--- src/hw/rtl/imu_frame_deframer_crc16_core_assert.svh ---
// assertion macros for the deframer core
`ifndef IMU_FRAME_DEFRAMER_CRC16_CORE_ASSERT_SVH
`define IMU_FRAME_DEFRAMER_CRC16_CORE_ASSERT_SVH

// same-cycle implication
`define IMUDF_ASSERT_NOW(label, clk, rst, ante, cons) \
  label: assert property (@(posedge clk) disable iff (rst) (ante) |-> (cons)) \
    else $error("imudf assertion failed");

// next-cycle implication
`define IMUDF_ASSERT_NEXT(label, clk, rst, ante, cons) \
  label: assert property (@(posedge clk) disable iff (rst) (ante) |=> (cons)) \
    else $error("imudf assertion failed");

`endif

--- src/hw/rtl/imudf_pkg.sv ---
// types, codes and crc function for the deframer
`default_nettype none
package imudf_pkg;

  localparam int unsigned PADDR_W = 4;

  localparam logic [1:0] REG_START_FIRST  = 2'd0;
  localparam logic [1:0] REG_START_SECOND = 2'd1;
  localparam logic [1:0] REG_DATA_TAG     = 2'd2;
  localparam logic [1:0] REG_MIN_LENGTH   = 2'd3;

  localparam logic [1:0] PH_HUNT1   = 2'd0;
  localparam logic [1:0] PH_HUNT2   = 2'd1;
  localparam logic [1:0] PH_HEADER  = 2'd2;
  localparam logic [1:0] PH_PAYLOAD = 2'd3;

  localparam logic [2:0] ST_NONE       = 3'd0;
  localparam logic [2:0] ST_GOOD_DATA  = 3'd1;
  localparam logic [2:0] ST_GOOD_OTHER = 3'd2;
  localparam logic [2:0] ST_CRC_ERR    = 3'd3;
  localparam logic [2:0] ST_TOO_LONG   = 3'd4;
  localparam logic [2:0] ST_TRUNC      = 3'd5;

  localparam logic [15:0] CRC_POLY = 16'h1021;

  typedef struct packed {
    logic [7:0] start_byte_first;
    logic [7:0] start_byte_second;
    logic [7:0] data_tag;
    logic [9:0] min_data_length;
  } cfg_t;

  typedef struct packed {
    logic [1:0]  phase;
    logic [1:0]  header_index;
    logic [15:0] frame_length;
    logic [15:0] received_check;
    logic [15:0] running_check;
    logic        tag_matched;
    logic [15:0] good_total;
  } frame_state_t;

  typedef struct packed {
    logic        has_result;
    logic [7:0]  payload_byte;
    logic        byte_valid;
    logic        frame_end;
    logic [2:0]  frame_status;
    logic [15:0] good_count;
  } result_t;

  function automatic logic [15:0] crc_byte(input logic [15:0] crc_in, input logic [7:0] b);
    logic [15:0] c;
    c = crc_in ^ {b, 8'h00};
    for (int k = 0; k < 8; k++) begin
      if (c[15]) begin
        c = {c[14:0], 1'b0} ^ CRC_POLY;
      end else begin
        c = {c[14:0], 1'b0};
      end
    end
    return c;
  endfunction

endpackage
`default_nettype wire

--- src/hw/rtl/imudf_if.sv ---
// stream interfaces for received bytes and frame results
`default_nettype none
interface imudf_in_if;
  logic       valid;
  logic       ready;
  logic [7:0] rx_byte;
  logic       chunk_end;

  modport source (output valid, output rx_byte, output chunk_end, input ready);
  modport sink (input valid, input rx_byte, input chunk_end, output ready);
endinterface

interface imudf_out_if;
  logic        valid;
  logic        ready;
  logic [7:0]  payload_byte;
  logic        byte_valid;
  logic        frame_end;
  logic [2:0]  frame_status;
  logic [15:0] good_count;

  modport source (output valid, output payload_byte, output byte_valid, output frame_end,
                  output frame_status, output good_count, input ready);
  modport sink (input valid, input payload_byte, input byte_valid, input frame_end,
                input frame_status, input good_count, output ready);
endinterface
`default_nettype wire

--- src/hw/rtl/imu_frame_deframer_crc16_core.sv ---
// top level of the start-pattern / length / crc-16 frame deframer
//
//   port     kind          direction  transaction
//   din      stream sink   in         one received byte and chunk_end flag
//   dout     stream source out        forwarded payload byte and/or frame verdict
//   apb      register bus  in/out     start bytes, data tag, minimum data length
//
// one byte per cycle sustained while dout is not stalled; din to dout passes through
// the input register, then one pass of crc and framing logic into the result register
// bytes that give no result update state and leave dout untouched
// a stalled dout holds its result; din keeps flowing while the input register can advance
// rst is synchronous and returns the parser to hunting with reset register values
`default_nettype none
module imu_frame_deframer_crc16_core
  import imudf_pkg::*;
#(
  parameter int unsigned MAX_PAYLOAD = 512
) (
  input  wire logic               clk,
  input  wire logic               rst,
  imudf_in_if.sink                din,
  imudf_out_if.source             dout,
  input  wire logic               psel,
  input  wire logic               penable,
  input  wire logic               pwrite,
  input  wire logic [PADDR_W-1:0] paddr,
  input  wire logic [31:0]        pwdata,
  output logic      [31:0]        prdata,
  output logic                    pready
);

  localparam int unsigned PIW = $clog2(MAX_PAYLOAD + 1);

  cfg_t           cfg;
  frame_state_t   st;
  frame_state_t   st_next;
  logic [PIW-1:0] payload_index;
  logic [PIW-1:0] payload_index_next;
  result_t        res;

  logic           in_valid;
  logic [7:0]     in_byte;
  logic           in_last;
  logic           advance;
  logic [15:0]    pidx_ext;

  imudf_cfg u_cfg (
    .clk     (clk),
    .rst     (rst),
    .psel    (psel),
    .penable (penable),
    .pwrite  (pwrite),
    .paddr   (paddr),
    .pwdata  (pwdata),
    .prdata  (prdata),
    .pready  (pready),
    .cfg     (cfg)
  );

  imudf_step #(
    .MAX_PAYLOAD (MAX_PAYLOAD),
    .PIW         (PIW)
  ) u_step (
    .cfg       (cfg),
    .st        (st),
    .pidx      (payload_index),
    .rx_byte   (in_byte),
    .chunk_end (in_last),
    .st_next   (st_next),
    .pidx_next (payload_index_next),
    .res       (res)
  );

  assign advance   = in_valid && (!res.has_result || !dout.valid || dout.ready);
  assign din.ready = !in_valid || advance;
  assign pidx_ext  = 16'(payload_index);

  // input register
  always_ff @(posedge clk) begin
    if (rst) begin
      in_valid <= 1'b0;
    end else if (din.ready) begin
      in_valid <= din.valid;
    end
  end

  always_ff @(posedge clk) begin
    if (din.ready && din.valid) begin
      in_byte <= din.rx_byte;
      in_last <= din.chunk_end;
    end
  end

  // framing state
  always_ff @(posedge clk) begin
    if (rst) begin
      st.phase          <= PH_HUNT1;
      st.header_index   <= 2'd0;
      st.frame_length   <= 16'd0;
      st.received_check <= 16'd0;
      st.running_check  <= 16'd0;
      st.tag_matched    <= 1'b0;
      st.good_total     <= 16'd0;
      payload_index     <= '0;
    end else if (advance) begin
      st            <= st_next;
      payload_index <= payload_index_next;
    end
  end

  // result register
  always_ff @(posedge clk) begin
    if (rst) begin
      dout.valid <= 1'b0;
    end else if (advance && res.has_result) begin
      dout.valid <= 1'b1;
    end else if (dout.ready) begin
      dout.valid <= 1'b0;
    end
  end

  always_ff @(posedge clk) begin
    if (advance && res.has_result) begin
      dout.payload_byte <= res.payload_byte;
      dout.byte_valid   <= res.byte_valid;
      dout.frame_end    <= res.frame_end;
      dout.frame_status <= res.frame_status;
      dout.good_count   <= res.good_count;
    end
  end

`include "imu_frame_deframer_crc16_core_assert.svh"

  `IMUDF_ASSERT_NOW(a_result_nonempty, clk, rst, dout.valid, dout.byte_valid || dout.frame_end)
  `IMUDF_ASSERT_NOW(a_status_only_at_end, clk, rst, dout.valid && !dout.frame_end, dout.frame_status == ST_NONE)
  `IMUDF_ASSERT_NOW(a_too_long_no_byte, clk, rst, dout.valid && dout.frame_status == ST_TOO_LONG, !dout.byte_valid)
  `IMUDF_ASSERT_NOW(a_payload_index_bound, clk, rst, st.phase == PH_PAYLOAD, pidx_ext < st.frame_length)

endmodule
`default_nettype wire

--- src/hw/rtl/imudf_cfg.sv ---
// apb configuration registers of the deframer
`default_nettype none
module imudf_cfg
  import imudf_pkg::*;
(
  input  wire logic               clk,
  input  wire logic               rst,
  input  wire logic               psel,
  input  wire logic               penable,
  input  wire logic               pwrite,
  input  wire logic [PADDR_W-1:0] paddr,
  input  wire logic [31:0]        pwdata,
  output logic      [31:0]        prdata,
  output logic                    pready,
  output cfg_t                    cfg
);

  logic       wr_en;
  logic [1:0] reg_sel;

  assign pready  = 1'b1;
  assign reg_sel = paddr[3:2];
  assign wr_en   = psel && penable && pwrite;

  always_ff @(posedge clk) begin
    if (rst) begin
      cfg.start_byte_first  <= 8'h5A;
      cfg.start_byte_second <= 8'hA5;
      cfg.data_tag          <= 8'h91;
      cfg.min_data_length   <= 10'd76;
    end else if (wr_en) begin
      case (reg_sel)
        REG_START_FIRST:  cfg.start_byte_first  <= pwdata[7:0];
        REG_START_SECOND: cfg.start_byte_second <= pwdata[7:0];
        REG_DATA_TAG:     cfg.data_tag          <= pwdata[7:0];
        REG_MIN_LENGTH:   cfg.min_data_length   <= pwdata[9:0];
        default: ;
      endcase
    end
  end

  always_comb begin
    case (reg_sel)
      REG_START_FIRST:  prdata = {24'd0, cfg.start_byte_first};
      REG_START_SECOND: prdata = {24'd0, cfg.start_byte_second};
      REG_DATA_TAG:     prdata = {24'd0, cfg.data_tag};
      REG_MIN_LENGTH:   prdata = {22'd0, cfg.min_data_length};
      default:          prdata = 32'd0;
    endcase
  end

endmodule
`default_nettype wire

--- src/hw/rtl/imudf_step.sv ---
// next-state and result logic for one received byte
`default_nettype none
module imudf_step
  import imudf_pkg::*;
#(
  parameter int unsigned MAX_PAYLOAD = 512,
  parameter int unsigned PIW = $clog2(MAX_PAYLOAD + 1)
) (
  input  cfg_t               cfg,
  input  frame_state_t       st,
  input  wire logic [PIW-1:0] pidx,
  input  wire logic [7:0]    rx_byte,
  input  wire logic          chunk_end,
  output frame_state_t       st_next,
  output logic [PIW-1:0]     pidx_next,
  output result_t            res
);

  localparam logic [15:0] MAX_LEN = 16'(MAX_PAYLOAD);

  logic [PIW-1:0] pidx_inc;
  logic [15:0]    crc_upd;
  logic [15:0]    crc_first;
  logic           valid;
  logic           fend;
  logic [2:0]     status;

  assign pidx_inc  = pidx + 1'b1;
  assign crc_upd   = crc_byte(st.running_check, rx_byte);
  assign crc_first = crc_byte(16'd0, rx_byte);

  always_comb begin
    st_next   = st;
    pidx_next = pidx;
    valid     = 1'b0;
    fend      = 1'b0;
    status    = ST_NONE;

    case (st.phase)
      PH_HUNT1: begin
        if (rx_byte == cfg.start_byte_first) begin
          st_next.running_check = crc_first;
          st_next.phase         = PH_HUNT2;
        end
      end
      PH_HUNT2: begin
        if (rx_byte == cfg.start_byte_second) begin
          st_next.running_check = crc_upd;
          st_next.header_index  = 2'd0;
          st_next.phase         = PH_HEADER;
        end else if (rx_byte == cfg.start_byte_first) begin
          st_next.running_check = crc_first;
        end else begin
          st_next.phase = PH_HUNT1;
        end
      end
      PH_HEADER: begin
        case (st.header_index)
          2'd0: begin
            st_next.frame_length  = {8'd0, rx_byte};
            st_next.running_check = crc_upd;
            st_next.header_index  = 2'd1;
          end
          2'd1: begin
            st_next.frame_length  = {rx_byte, st.frame_length[7:0]};
            st_next.running_check = crc_upd;
            st_next.header_index  = 2'd2;
          end
          2'd2: begin
            st_next.received_check = {8'd0, rx_byte};
            st_next.header_index   = 2'd3;
          end
          default: begin
            st_next.received_check = {rx_byte, st.received_check[7:0]};
            st_next.header_index   = 2'd0;
            st_next.tag_matched    = 1'b0;
            pidx_next              = '0;
            if (st.frame_length > MAX_LEN) begin
              fend          = 1'b1;
              status        = ST_TOO_LONG;
              st_next.phase = PH_HUNT1;
            end else if (st.frame_length == 16'd0) begin
              fend          = 1'b1;
              st_next.phase = PH_HUNT1;
              if (st.running_check != st_next.received_check) begin
                status = ST_CRC_ERR;
              end else begin
                status = ST_GOOD_OTHER;
              end
            end else begin
              st_next.phase = PH_PAYLOAD;
            end
          end
        endcase
      end
      default: begin
        valid = 1'b1;
        if (pidx == '0) begin
          st_next.tag_matched = (rx_byte == cfg.data_tag);
        end
        st_next.running_check = crc_upd;
        pidx_next             = pidx_inc;
        if (16'(pidx_inc) >= st.frame_length) begin
          fend          = 1'b1;
          st_next.phase = PH_HUNT1;
          if (crc_upd != st.received_check) begin
            status = ST_CRC_ERR;
          end else if (st_next.tag_matched &&
                       st.frame_length >= {6'd0, cfg.min_data_length}) begin
            status             = ST_GOOD_DATA;
            st_next.good_total = st.good_total + 16'd1;
          end else begin
            status = ST_GOOD_OTHER;
          end
        end
      end
    endcase

    if (chunk_end) begin
      if (st_next.phase == PH_HEADER || st_next.phase == PH_PAYLOAD) begin
        fend   = 1'b1;
        status = ST_TRUNC;
      end
      st_next.phase        = PH_HUNT1;
      st_next.header_index = 2'd0;
    end
  end

  always_comb begin
    res.has_result   = valid || fend;
    res.payload_byte = valid ? rx_byte : 8'd0;
    res.byte_valid   = valid;
    res.frame_end    = fend;
    res.frame_status = fend ? status : ST_NONE;
    res.good_count   = st_next.good_total;
  end

endmodule
`default_nettype wire

--- src/flat_wrapper.sv ---
// flat-port wrapper written by rule: the top's interface ports become plain ports
module imu_frame_deframer_crc16_core_flat import imudf_pkg::*;
#(
  parameter int unsigned MAX_PAYLOAD = 512
)
  (clk, rst, psel, penable, pwrite, paddr, pwdata, prdata, pready, din_valid, din_rx_byte, din_chunk_end, din_ready, dout_valid, dout_payload_byte, dout_byte_valid, dout_frame_end, dout_frame_status, dout_good_count, dout_ready);
  imudf_in_if din_i ();
  imudf_out_if dout_i ();
  input  wire logic clk;
  input  wire logic rst;
  input  wire logic psel;
  input  wire logic penable;
  input  wire logic pwrite;
  input  wire logic [PADDR_W-1:0] paddr;
  input  wire logic [31:0] pwdata;
  output logic      [31:0] prdata;
  output logic pready;
  input wire logic [$bits(din_i.valid)-1:0] din_valid;
  input wire logic [$bits(din_i.rx_byte)-1:0] din_rx_byte;
  input wire logic [$bits(din_i.chunk_end)-1:0] din_chunk_end;
  output wire logic [$bits(din_i.ready)-1:0] din_ready;
  output wire logic [$bits(dout_i.valid)-1:0] dout_valid;
  output wire logic [$bits(dout_i.payload_byte)-1:0] dout_payload_byte;
  output wire logic [$bits(dout_i.byte_valid)-1:0] dout_byte_valid;
  output wire logic [$bits(dout_i.frame_end)-1:0] dout_frame_end;
  output wire logic [$bits(dout_i.frame_status)-1:0] dout_frame_status;
  output wire logic [$bits(dout_i.good_count)-1:0] dout_good_count;
  input wire logic [$bits(dout_i.ready)-1:0] dout_ready;
  assign din_i.valid = din_valid;
  assign din_i.rx_byte = din_rx_byte;
  assign din_i.chunk_end = din_chunk_end;
  assign din_ready = din_i.ready;
  assign dout_valid = dout_i.valid;
  assign dout_payload_byte = dout_i.payload_byte;
  assign dout_byte_valid = dout_i.byte_valid;
  assign dout_frame_end = dout_i.frame_end;
  assign dout_frame_status = dout_i.frame_status;
  assign dout_good_count = dout_i.good_count;
  assign dout_i.ready = dout_ready;
  imu_frame_deframer_crc16_core #(.MAX_PAYLOAD(MAX_PAYLOAD)) u_core (.clk(clk), .rst(rst), .din(din_i), .dout(dout_i), .psel(psel), .penable(penable), .pwrite(pwrite), .paddr(paddr), .pwdata(pwdata), .prdata(prdata), .pready(pready));
endmodule
--- config.mk ---
export PLATFORM = sky130hd
export DESIGN_NAME = imu_frame_deframer_crc16_core_flat
export DESIGN_NICKNAME = d
export VERILOG_FILES = /design/src/hw/rtl/imudf_pkg.sv /design/src/hw/rtl/imudf_if.sv /design/src/hw/rtl/imu_frame_deframer_crc16_core.sv /design/src/hw/rtl/imudf_cfg.sv /design/src/hw/rtl/imudf_step.sv /design/src/flat_wrapper.sv
export VERILOG_INCLUDE_DIRS = /design/src /design/src/hw/rtl
export SDC_FILE = /design/constraint.sdc
export NUM_CORES = 1
export LEC_CHECK = 0
export ABC_AREA = 1
export BUFFER_PORTS_ARGS = -buffer_cell sky130_fd_sc_hd__buf_4
export CAP_MARGIN = 10
export CORE_ASPECT_RATIO = 2
export CORE_MARGIN = 2
export CORE_UTILIZATION = 50
export DETAILED_ROUTE_END_ITERATION = 6
export PLACE_DENSITY = 0.7
export SLEW_MARGIN = 20
export SYNTH_ARGS = -nofsm -noshare
export SYNTH_HDL_FRONTEND = slang
export SYNTH_HIERARCHICAL = 1
export SYNTH_SLANG_ARGS = --single-unit
--- constraint.sdc ---
create_clock -name clk -period 9 [get_ports clk]
set_input_delay 1.8 -clock clk [delete_from_list [all_inputs] [get_ports clk]]
set_output_delay 1.8 -clock clk [all_outputs]
set_load 0.01 [all_outputs]
# Word-level counts from Yosys, hierarchy flattened
# Index checks and enable logic that the tools add are counted.
[totals]
output_inout_bits = 64
in_bits = 52
reg_bits = 153
wordCells = 167
[classes]
muxes = 65
n_reduce_logical = 37
bitwise = 20
eq_ne = 17
order_cmp = 3
n_addsub = 2
[op_table]
columns = ["cell", "n"]
rows = [
  ["$mux 13", 16],
  ["$pmux 32 s4", 1],
  ["$mux 16", 7],
  ["$pmux 16 s2", 2],
  ["$not 3->3", 16],
  ["$pmux 16 s3", 1],
  ["$ne 16x16->1", 2],
  ["$eq 8x8->1", 3],
  ["$mux 2", 10],
  ["$pmux 10 s2", 1],
  ["$mux 3", 6],
  ["$add 16x1->16 const B", 1],
  ["$ge 10x16->1", 1],
  ["$ge 16x10->1", 1],
  ["$gt 16x10->1 const B", 1],
  ["$logic_not 16->1", 1],
  ["$xor 16x16->16", 1],
  ["$mux 1", 13],
  ["$eq 2x2->1 const B", 6],
  ["$pmux 2 s3", 2],
  ["$reduce_and 3->1", 4],
  ["$add 10x1->10 const B", 1],
  ["$logic_not 10->1", 1],
  ["$mux 10", 1],
  ["18 further kinds", 45],
]

# Logic depth before layout (Yosys ltp)
# Gate-level depths: netlist (run 1).
[depth]
depth_word = 23
mapped_depth = 26
mapped_depth_nobuf = 25

# Hierarchy
# Netlist (run 1), hierarchy kept.
[modules_own_cells]
columns = ["module", "cells_per_inst", "instances", "area_per_inst_um2"]
rows = [
  ["imu_frame_deframer_crc16_core", 571, 1, 4732.0],
  ["imudf_step", 864, 1, 4463.0],
  ["imudf_cfg", 267, 1, 1800.5],
]

# Worst setup path after synthesis (run 1)
# No wires, ideal clock.
[synth_path]
kind = "register to output"
startpoint = "reg u_core.payload_index[2]"
endpoint = "out din_ready"
setup_slack_ns = 4.566
path_stages_with_launch = 18
arrival_time_ns = 2.634
cell_sequence = "dfxtp_1 -> inv_1 -> nor4_1 -> nand3_1 -> nor2_1 -> nand3_1 -> xor2_1 -> inv_1 -> ha_1 -> a21o_1 -> nand2_1 -> nor2_1 -> inv_1 -> nand2_1 -> o21ai_0 -> nand3_1 -> nand3_1 -> nand4_1"
[synth_rtl]
columns = ["element", "line", "text"]
rows = [
  ["from (decl)", "imu_frame_deframer_crc16_core.sv:37", "logic [PIW-1:0] payload_index;"],
  ["from (signal assigned)", "imu_frame_deframer_crc16_core.sv:107", "payload_index <= payload_index_next;"],
  ["to (decl)", "flat_wrapper.sv:21", "output wire logic [$bits(din_i.ready)-1:0] din_ready;"],
]

==> results of run 1 <==
## cell families after synthesis
group | Yosys count | share of synthesized area (%)
fa+ha+maj | 31 | 3.528
other cells | 2 | 0.06830
xor+xnor | 28 | 2.230
buf+inv | 375 | 15.94
flops | 153 | 31.32
compound gates | 190 | 9.729
simple gates | 923 | 37.19
## synth_stat cells (6+ instances only)
| master | n |
|---|---|
| a21oi_1 | 96 |
| buf_2 | 24 |
| buf_4 | 42 |
| buf_6 | 17 |
| clkbuf_1 | 27 |
| dfxtp_1 | 115 |
| edfxtp_1 | 38 |
| ha_1 | 31 |
| inv_1 | 245 |
| inv_2 | 8 |
| inv_4 | 6 |
| nand2_1 | 426 |
| nand2_2 | 19 |
| nand2_4 | 12 |
| nand3_1 | 198 |
| nand3b_1 | 6 |
| nand4_1 | 38 |
| nor2_1 | 189 |
| nor2_2 | 7 |
| nor2_4 | 6 |
| nor3_1 | 10 |
| o211ai_1 | 6 |
| o21ai_0 | 39 |
| o22ai_1 | 20 |
| o32ai_1 | 6 |
| xnor2_1 | 19 |
| xor2_1 | 9 |
## area by class of cell
type	count	area, um^2	share of cell area [%]
multi-input cells	1195	5886	49.92
flip-flops and latches	153	3447	29.24
inverters	261	999.7	8.479
repair buffers	75	566.8	4.807
clock buffers	25	506.7	4.298
well taps	273	341.6	2.897
clock inverters	7	42.54	0.3608
## path summary, 6_finish.rpt
path,from,cells past startpoint,end
min reg2reg,u_core/u_cfg/cfg[6]$_SDFFE_PP1P_,2,u_core/u_cfg/cfg[6]$_SDFFE_PP1P_
min,u_core/u_cfg/cfg[6]$_SDFFE_PP1P_,2,u_core/u_cfg/cfg[6]$_SDFFE_PP1P_
max,u_core/payload_index[3]$_SDFFE_PP0P_,18,din_ready
max reg2reg,u_core/payload_index[3]$_SDFFE_PP0P_,22,u_core/st[25]$_SDFFE_PP0P_
## power breakdown
part           internal (mW)  total [mW]  switching [mW]
logic                  0.131       0.377           0.246
registers              0.737       0.786          0.0490
clock network          0.389       0.681           0.292
## worst reg2reg max path: stages (launching register included)
cell and delay (ns):
dfxtp_1 0.39, inv_1 0.10, nor4_1 0.27, nand3_1 0.13, nor2_1 0.18, nand3_1 0.11
xor2_1 0.17, inv_1 0.07, ha_1 0.29, a21o_1 0.18, nand2_1 0.05, nor2_1 0.04
inv_1 0.06, nand2_1 0.14, nand2_1 0.27, nand3_1 0.14, inv_1 0.10, nand3_1 0.24
nand3_4 0.67, buf_4 0.81, nand3_1 0.22, nand2_1 0.11, nor2_1 0.05
## layer usage
layer | track usage [%] | wire [um]
met1 | 28.80 | 11250
met2 | 50.46 | 16570
met3 | 4.954 | 1533
met4 | 19.98 | 2250
met5 | 0 | 0
## flip-flops by register name, summed over array words and instances, names as in the netlist
| register | cells |
|---|---|
| u_core/in_last | 1 |
| u_core/dout.payload_byte | 8 |
| u_core/dout.frame_end | 1 |
| u_core/dout.valid | 1 |
| u_core/in_valid | 1 |
| u_core/dout.frame_status | 3 |
| u_core/st | 69 |
| u_core/dout.byte_valid | 1 |
| u_core/dout.good_count | 16 |
| u_core/u_cfg/cfg | 34 |
| u_core/in_byte | 8 |
| u_core/payload_index | 10 |
## per-stage QoR
step                hold WS, ns  cell area (um^2)
finish                   0.4902             11790
global route             0.5043             11790
CTS                      0.4900             11790
floorplan                0.4510             11070
detailed placement       0.4791             11240
global placement         0.4623             11240
==> reports/qor.csv, run 1 <==
stage,metric,value,unit
outcome,outcome,completed,
synth,post-synthesis instance total,1702,
finish,highest-count cells in the layout ignoring fill and taps,"426 x nand2_1, 245 x inv_1, 198 x nand3_1, 189 x nor2_1, 114 x dfxtp_1",
worst_setup_path,kind of critical path,reg -> out,
power,leakage power,5.432,nW
floorplanning,Die ar.,23270,um^2
route,Vias/cell,5.409,
clock_tree,Worst-Skew Late Latency,0.46,ns
synth,Synth Flop Type,dfxtp_1,
synth,#FFs+latches synth,153,
placement,placed insts,1957,
finish,fillers,2193,
sta,f_max,174.8,MHz
synth,post-synthesis sequential area ratio,31.32,%
worst_setup_path,Worst Path Required,7.20,ns
sta,Final TNS setup,0,ns
synth,synthesized area,11000,um^2
clock_tree,CTS Sinks,153,
route,antenna-violating nets left,0,
worst_setup_path,CP cell instances,inv_1 > nor4_1 > nand3_1 > nor2_1 > nand3_1 > xor2_1 > inv_1 > ha_1 > a21o_1 > nand2_1 > nor2_1 > inv_1 > nand2_1 > o21ai_0 > nand3_1 > nand3_1 > nand4_1 > buf_4,
sta,max-slew violations,0,
worst_setup_path,CP bufs+invs,4,
clock_tree,Post-CTS Resized,0,
sta,Layout Skew,0.009744,ns
worst_setup_path,crit-path max cell delay,0.39,ns
worst_setup_path,worst path arrival time,3.92,ns
global_routing,Overflow after GRT,0,
finish,"most common cell after layout, fill and taps aside",nand2_1,
sta,post-route setup slack,3.280,ns
sta,Final setup violation count,0,
clock_tree,Setup Buffers After CTS,0,
global_routing,largest net degree at the start of global routing,111,
floorplanning,total I/O pin count,116,
synth,post-synth cell types,46,
global_routing,all-layer global routing usage,28.16,%
synth,number of synthesized flops with an enable pin,38,
synth,Yosys warning total,6,
route,drt initial violations,685,
clock_tree,Clk Tree Root Cell,clkbuf_16,
worst_setup_path,"most used cell, CP",nand3_1,
floorplanning,Die Height,213.7,um
finish,fraction of layout cells with a size suffix above 1,9.965,%
finish,Final Non-Filler Cells,1989,
sta,slew at the pin closest to its max-slew limit,0.9632,ns
min_path,Min-Delay Path Class,reg -> reg,
global_routing,initial antenna violation count,0,
clock_tree,H-tree levels,4,
power,Overall Power,1.844,mW
route,residual DRC count,0,
route,Routed WL,31.60,mm
run,# Max-Cap Violations,0,
finish,synth-to-layout area growth,7.226,%
route,Wirelength per Cell,15.89,um
synth,Post-synth ARST share,0,%
finish,antenna cells,0,
placement,Final Wtd Congestion,1.014,
clock_tree,hold buffer count at CTS,0,
worst_setup_path,Startpoint Class,flop,
floorplanning,Initial Util,50.94,%
clock_tree,Bufs on Longest Clock Path,2,
global_routing,vias in the first global route,9813,
sta,"Hold Vio Cnt, Final",0,
placement,pre-CTS setup slack,3.759,ns
floorplanning,Cell Rows,76,
floorplanning,Horiz. Die Dim,108.9,um
sta,fin crit period,5.720,ns
clock_tree,CTS tree,yes,
global_routing,first-pass GRT wire length,49.89,mm
worst_setup_path,CP max-delay cell,dfxtp_1,
synth,"Avg Cell Area, Syn",6.460,um^2
placement,I/O Buffers,68,
worst_setup_path,crit path capture type,primary output,
floorplanning,core area,21590,um^2
synth,top-area cell type share of the netlist area,20.94,%
route,drt first pass iters,5,
sta,relative slew slack,35.39,%
sta,RSZ-0062 raised after global routing,false,
route,vias,10760,
synth,Area contributors post-synth,"dfxtp_1 21%, nand2_1 15%, edfxtp_1 10%",
power,peak supply drop,0.1257,mV
placement,hpwl dp,23.14,mm
sta,ratio of final minimum period to clock period,63.56,%
clock_tree,total CTS buffers,17,
worst_setup_path,R2R Setup Slk,4.09,ns
synth,cell taking the most area after synthesis,dfxtp_1,
finish,post-layout util,54.62,%
power,PD cells,156.4,nW/um^2
worst_setup_path,"CP delay by family, top",simple AND/OR/NAND/NOR gates,
finish,fin nets,1786,
worst_setup_path,"critical path fanouts, max",5,
clock_tree,clk slew on worst S/H paths,0.06,ns
Power figures use the tool's default switching activity.
==> run 2: changes to the inputs <==
--- a/config.mk
+++ b/config.mk
@@ -13,7 +13,7 @@
 export CORE_MARGIN = 2
 export CORE_UTILIZATION = 50
 export DETAILED_ROUTE_END_ITERATION = 6
-export PLACE_DENSITY = 0.7
+export PLACE_DENSITY = 0.72
 export SLEW_MARGIN = 20
 export SYNTH_ARGS = -nofsm -noshare
 export SYNTH_HDL_FRONTEND = slang
==> constraint.sdc (replaced) <==
create_clock -name clk -period 4.8 [get_ports clk]
set_input_delay 0.96 -clock clk [delete_from_list [all_inputs] [get_ports clk]]
set_output_delay 0.96 -clock clk [all_outputs]
set_load 0.01 [all_outputs]
==> run 2 against run 1 <==
- clock power is 81% higher
- wire length is 2.7% higher
- setup slack worse by 3.1 ns
- via count is 0.98% higher
- design area is 0.63% higher
- final cell count is 0.55% higher
- highest routed layer unchanged
- critical path depth stayed put
- total power is 86% higher
==> reports/qor.csv, run 2 (synthesis gave the netlist of run 1 again) <==
stage,metric,value,unit
outcome,outcome,completed,
clock_tree,Bufs on Longest Clock Path,2,
finish,Top reg by flops,u_core/st,
worst_setup_path,"critical path fanouts, max",4,
worst_setup_path,"CP delay by family, top",simple AND/OR/NAND/NOR gates,
worst_setup_path,crit path capture type,primary output,
global_routing,initial antenna violation count,0,
floorplanning,total I/O pin count,116,
finish,synth-to-layout area growth,7.897,%
route,vias,10860,
worst_setup_path,Worst Path Required,3.84,ns
finish,highest-count cells in the layout ignoring fill and taps,"426 x nand2_1, 245 x inv_1, 198 x nand3_1, 189 x nor2_1, 114 x dfxtp_1",
power,combinational power share,21.4,%
finish,fin nets,1797,
placement,dpl cell area,11330,um^2
global_routing,Overflow after GRT,0,
power,Overall Power,3.432,mW
worst_setup_path,crit-path max cell delay,0.39,ns
finish,top flop regs,"u_core/st x69, u_core/u_cfg/cfg x34, u_core/dout.good_count x16",
placement,Final Wtd Congestion,0.9795,
finish,post-layout util,54.96,%
finish,final instance area,11860,um^2
finish,Final Non-Filler Cells,2000,
route,Routed WL,32.45,mm
clock_tree,Clk Tree Root Cell,clkbuf_16,
global_routing,first-pass GRT wire length,50.63,mm
route,Vias/cell,5.432,
finish,max reg flops,69,
min_path,Min-Delay Path Class,reg -> reg,
placement,pre-CTS setup slack,0.6026,ns
sta,relative slew slack,38.92,%
finish,fillers,2210,
sta,max-slew violations,0,
sta,Final TNS setup,0,ns
floorplanning,Initial Util,50.94,%
sta,Layout Skew,0.008713,ns
sta,fin crit period,4.602,ns
clock_tree,H-tree levels,4,
clock_tree,total CTS buffers,17,
power,Sw Ratio,32.87,%
power,Clock power frac,36.0,%
floorplanning,Cell Rows,76,
worst_setup_path,kind of critical path,reg -> out,
floorplanning,Die Height,213.7,um
finish,antenna cells,0,
placement,I/O Buffers,68,
floorplanning,Horiz. Die Dim,108.9,um
power,leakage power,5.472,nW
worst_setup_path,CP cell instances,inv_1 > nor4_1 > nand3_1 > nor2_1 > nand3_1 > xor2_1 > inv_1 > ha_1 > a21o_1 > nand2_1 > nor2_1 > inv_1 > nand2_1 > o21ai_1 > nand3_1 > nand3_1 > nand4_1 > buf_4,
power,Psw,1.128,mW
clock_tree,CTS tree,yes,
placement,placed insts,1967,
sta,slew at the pin closest to its max-slew limit,0.9106,ns
sta,f_max,217.3,MHz
global_routing,vias in the first global route,10100,
route,drt first pass iters,5,
placement,hpwl dp,24.04,mm
power,PD cells,289.3,nW/um^2
sta,post-route setup slack,0.1977,ns
route,drt initial violations,704,
route,residual DRC count,0,
run,# Max-Cap Violations,0,
worst_setup_path,worst path arrival time,3.64,ns
power,peak supply drop,0.2099,mV
global_routing,all-layer global routing usage,28.71,%
sta,ratio of final minimum period to clock period,95.88,%
finish,"most common cell after layout, fill and taps aside",nand2_1,
sta,Final setup violation count,0,
power,Power Internal,2.304,mW
worst_setup_path,CP bufs+invs,4,
floorplanning,Die ar.,23270,um^2
power,sequential power share,42.6,%
worst_setup_path,CP max-delay cell,dfxtp_1,
finish,fraction of layout cells with a size suffix above 1,10.65,%
worst_setup_path,"most used cell, CP",nand3_1,
clock_tree,CTS Sinks,153,
global_routing,largest net degree at the start of global routing,125,
clock_tree,hold buffer count at CTS,0,
sta,"Hold Vio Cnt, Final",0,
route,Wirelength per Cell,16.22,um
floorplanning,core area,21590,um^2
route,antenna-violating nets left,0,
clock_tree,clk slew on worst S/H paths,0.06,ns
sta,Min Hold Slack,0.4921,ns
clock_tree,Worst-Skew Late Latency,0.45,ns
worst_setup_path,Startpoint Class,flop,
==> run 2: cell types whose count changed in the layout (fill, tap and decap cells not counted), moves of 2 or more <==
| cell | previous run | this run |
|---|---|---|
| clkbuf_8 | 3 | 1 |
| buf_4 | 74 | 85 |
| clkinv_2 | 4 | 6 |
| clkinv_4 | 1 | 3 |
==> run 2: per-layer routing <==
| metal | track usage (%) | wire length [um] | up-vias |
|---|---|---|---|
| met3 | 3.587 | 1383 | 123 |
| li1 | - | - | 5397 |
| met2 | 52.35 | 17050 | 343 |
| met5 | 0 | 0 | - |
| met4 | 23.87 | 2700 | 0 |
| met1 | 27.96 | 11310 | 5000 |
==> run 2: worst paths after layout <==
check	to	startpoint	slack (ns)	cells after the start
worst max-delay path	din_ready	u_core/payload_index[2]$_SDFFE_PP0P_	0.20	18
worst min-delay path	u_core/u_cfg/cfg[6]$_SDFFE_PP1P_	u_core/u_cfg/cfg[6]$_SDFFE_PP1P_	0.49	2
worst max register to register	u_core/st[13]$_SDFFE_PP0P_	u_core/payload_index[2]$_SDFFE_PP0P_	0.97	23
worst min register to register	u_core/u_cfg/cfg[6]$_SDFFE_PP1P_	u_core/u_cfg/cfg[6]$_SDFFE_PP1P_	0.49	2
==> run 2: worst reg2reg max path: cells and delay by family (launching register included) <==
family / cells / cell delay, ns
simple gates: 14 / 1.76
buf+inv: 6 / 0.91
flops: 1 / 0.39
fa+ha+maj: 1 / 0.29
xor+xnor: 1 / 0.19
compound gates: 1 / 0.19
==> run 2: power by group through the flow <==
stage          Sequential (mW)  Combinational (mW)  Clock, mW
2_1_floorplan             1.45               0.576          0
3_3_place_gp              1.49               0.704          0
3_5_place_dp              1.49               0.718          0
4_1_cts                   1.46               0.722       1.25
5_1_grt                   1.47               0.819       1.31
6_report                  1.46               0.735       1.23
==> run 2: layout make-up <==
| class | count | area (um^2) | share of cell area [%] |
|---|---|---|---|
| clock buffers | 21 | 450.4 | 3.797 |
| repair buffers | 86 | 658.1 | 5.547 |
| flip-flops and latches | 153 | 3447 | 29.06 |
| inverters | 261 | 1001 | 8.437 |
| well taps | 273 | 341.6 | 2.879 |
| clock inverters | 11 | 75.07 | 0.6328 |
| multi-input cells | 1195 | 5891 | 49.65 |
==> run 2: timing repair <==
item	4_1_cts	5_1_grt
gates resized for setup	0	1
buffers inserted	0	1
setup endpoints to repair	0	1
==> run 3: changes to the inputs <==
--- a/config.mk
+++ b/config.mk
@@ -7,13 +7,13 @@
 export NUM_CORES = 1
 export LEC_CHECK = 0
 export ABC_AREA = 1
-export BUFFER_PORTS_ARGS = -buffer_cell sky130_fd_sc_hd__buf_4
 export CAP_MARGIN = 10
 export CORE_ASPECT_RATIO = 2
 export CORE_MARGIN = 2
 export CORE_UTILIZATION = 50
 export DETAILED_ROUTE_END_ITERATION = 6
-export PLACE_DENSITY = 0.72
+export DONT_BUFFER_PORTS = 1
+export PLACE_DENSITY_LB_ADDON = 0.25
 export SLEW_MARGIN = 20
 export SYNTH_ARGS = -nofsm -noshare
 export SYNTH_HDL_FRONTEND = slang
==> run 3 against run 2 <==
- the flow now finishes with violations (DRC)
- flip-flop and latch count unchanged
- total power increased by 0.18%
- final cell count decreased by 3.7%
- setup slack improved by 0.11 ns
- design area decreased by 4.3%
- critical path depth decreased by 1
- die area unchanged
- first-iteration DRC count decreased by 13%
- clock power increased by 5%
- critical endpoint unchanged
==> reports/qor.csv, run 3 (synthesis gave the netlist of run 1 again) <==
stage,metric,value,unit
route,drt first pass iters,7,
sta,Final TNS setup,0,ns
min_path,Worst Hold Launch,u_core/u_cfg/cfg[3]$_SDFFE_PP1P_,
route,Routed WL,30.86,mm
finish,Top reg by flops,u_core/st,
placement,pre-CTS setup slack,0.6048,ns
finish,highest-count cells in the layout ignoring fill and taps,"425 x nand2_1, 245 x inv_1, 196 x nand3_1, 189 x nor2_1, 114 x dfxtp_1",
worst_setup_path,r2r endpoint,u_core/st[26]$_SDFFE_PP0P_,
finish,top flop regs,"u_core/st x69, u_core/u_cfg/cfg x34, u_core/dout.good_count x16",
power,Sw Ratio,32.18,%
clock_tree,Setup Buffers After CTS,0,
global_routing,first-pass GRT wire length,49.22,mm
clock_tree,clk slew on worst S/H paths,0.06,ns
power,leakage power,5.160,nW
clock_tree,Post-CTS Resized,0,
finish,fin nets,1724,
floorplanning,core area,21590,um^2
finish,max reg flops,69,
floorplanning,Die Height,213.7,um
global_routing,initial antenna violation count,0,
worst_setup_path,r2r startpoint,u_core/payload_index[2]$_SDFFE_PP0P_,
min_path,hold endpoint,u_core/u_cfg/cfg[3]$_SDFFE_PP1P_,
clock_tree,CTS Sinks,153,
sta,fin crit period,4.490,ns
floorplanning,Die ar.,23270,um^2
min_path,Min-Delay Path Class,reg -> reg,
route,vias,10440,
route,residual DRC count,1,
sta,"Hold Vio Cnt, Final",0,
route,Wirelength per Cell,16.01,um
clock_tree,H-tree levels,4,
clock_tree,Worst-Skew Late Latency,0.44,ns
power,PD cells,302.8,nW/um^2
worst_setup_path,kind of critical path,reg -> out,
placement,I/O Buffers,0,
clock_tree,hold buffer count at CTS,0,
sta,post-route setup slack,0.3099,ns
placement,hpwl dp,22.66,mm
sta,Layout Skew,0.009356,ns
clock_tree,total CTS buffers,17,
sta,max-slew violations,0,
finish,antenna cells,0,
worst_setup_path,R2R depth,22,
floorplanning,Cell Rows,76,
floorplanning,Horiz. Die Dim,108.9,um
power,Clock power frac,37.6,%
outcome,violated checks,DRC,
min_path,hold path depth,2,
sta,Final setup violation count,0,
sta,RSZ-0062 raised after global routing,false,
clock_tree,Bufs on Longest Clock Path,2,
finish,synth-to-layout area growth,3.265,%
global_routing,vias in the first global route,9738,
worst_setup_path,worst setup path start,u_core/payload_index[2]$_SDFFE_PP0P_,
worst_setup_path,"critical path fanouts, max",5,
sta,relative slew slack,31.39,%
finish,fraction of layout cells with a size suffix above 1,6.892,%
power,Psw,1.106,mW
worst_setup_path,Worst Path Required,3.84,ns
worst_setup_path,Startpoint Class,flop,
worst_setup_path,worst path arrival time,3.53,ns
clock_tree,Clk Tree Root Cell,clkbuf_16,
sta,ratio of final minimum period to clock period,93.54,%
sta,slew at the pin closest to its max-slew limit,1.029,ns
floorplanning,total I/O pin count,116,
outcome,outcome,"complete, but fails checks",
power,Power Internal,2.332,mW
worst_setup_path,crit path capture type,primary output,
floorplanning,Initial Util,50.94,%
global_routing,Overflow after GRT,0,
route,antenna-violating nets left,0,
worst_setup_path,R2R Setup Slk,0.90,ns
finish,"most common cell after layout, fill and taps aside",nand2_1,
route,drt initial violations,614,
route,Vias/cell,5.416,
clock_tree,CTS tree,yes,
global_routing,largest net degree at the start of global routing,159,
sta,f_max,222.7,MHz
global_routing,all-layer global routing usage,27.51,%
power,peak supply drop,0.2277,mV
placement,Final Wtd Congestion,0.9435,
power,sequential power share,42.6,%
power,combinational power share,19.8,%
run,# Max-Cap Violations,0,
[run 3: how the worst max path moves through the flow]
| stage | to | slack [ns] | depth (start not counted) |
|---|---|---|---|
| final | din_ready | 0.31 | 17 |
| after global routing | din_ready | 0.005 | 17 |
| after CTS | din_ready | 0.12 | 17 |
| after detailed placement | din_ready | 0.60 | 17 |
| after global placement | din_ready | 0.64 | 17 |
| after floorplan | u_core/dout.byte_valid$_DFFE_PP_ | 0.87 | 22 |
[run 3: metrics by stage]
step | hold WS (ns) | area (um^2) | util, % | power (mW) | std cells
floorplan | 0.4510 | 11070 | - | 2.029 | 1723
global placement | 0.4626 | 10780 | 49.96 | 2.147 | 1895
detailed placement | 0.4681 | 10780 | 49.96 | 2.159 | 1895
CTS | 0.4846 | 11330 | 52.50 | 3.453 | 1927
global route | 0.5072 | 11350 | 52.60 | 3.609 | 1927
finish | 0.4829 | 11350 | 52.60 | 3.438 | 1927
[run 3: routing by layer]
layer / global-route usage [%] / routed length, um / share of wire, %
met5: 0 / 0 / 0
met4: 18.57 / 2156 / 7.0
met3: 5.289 / 1279 / 4.1
met2: 50.76 / 16380 / 53
met1: 26.95 / 11040 / 36
[run 3: area by class of cell]
type | count | area, um^2
Timing Repair Buffer | 13 | 110.1
Fill cell | 2186 | 10230
Multi-Input combinational cell | 1195 | 5907
Tap cell | 273 | 341.6
Clock inverter | 11 | 98.84
Inverter | 261 | 999.7
Sequential cell | 153 | 3447
Clock buffer | 21 | 450.4
[run 3: power groups by stage]
stage / combinational [mW] / sequential (mW) / clock [mW]
finish: 0.679 / 1.47 / 1.29
global route: 0.770 / 1.48 / 1.36
CTS: 0.670 / 1.47 / 1.32
detailed placement: 0.666 / 1.49 / 0
global placement: 0.655 / 1.49 / 0
floorplan: 0.576 / 1.45 / 0
[run 3: critical path, cell delays in order, from the launching register on]
cell and delay, ns:
dfxtp_1 0.38, inv_1 0.10, nor4_1 0.27, nand3_1 0.13, nor2_1 0.19, nand3_1 0.11
xor2_1 0.17, inv_1 0.08, ha_1 0.30, a21o_1 0.19, nand2_1 0.05, nor2_1 0.04
inv_1 0.06, nand2_1 0.18, o21ai_2 0.21, nand3_2 0.15, nand3_2 0.17, nand4_1 0.32
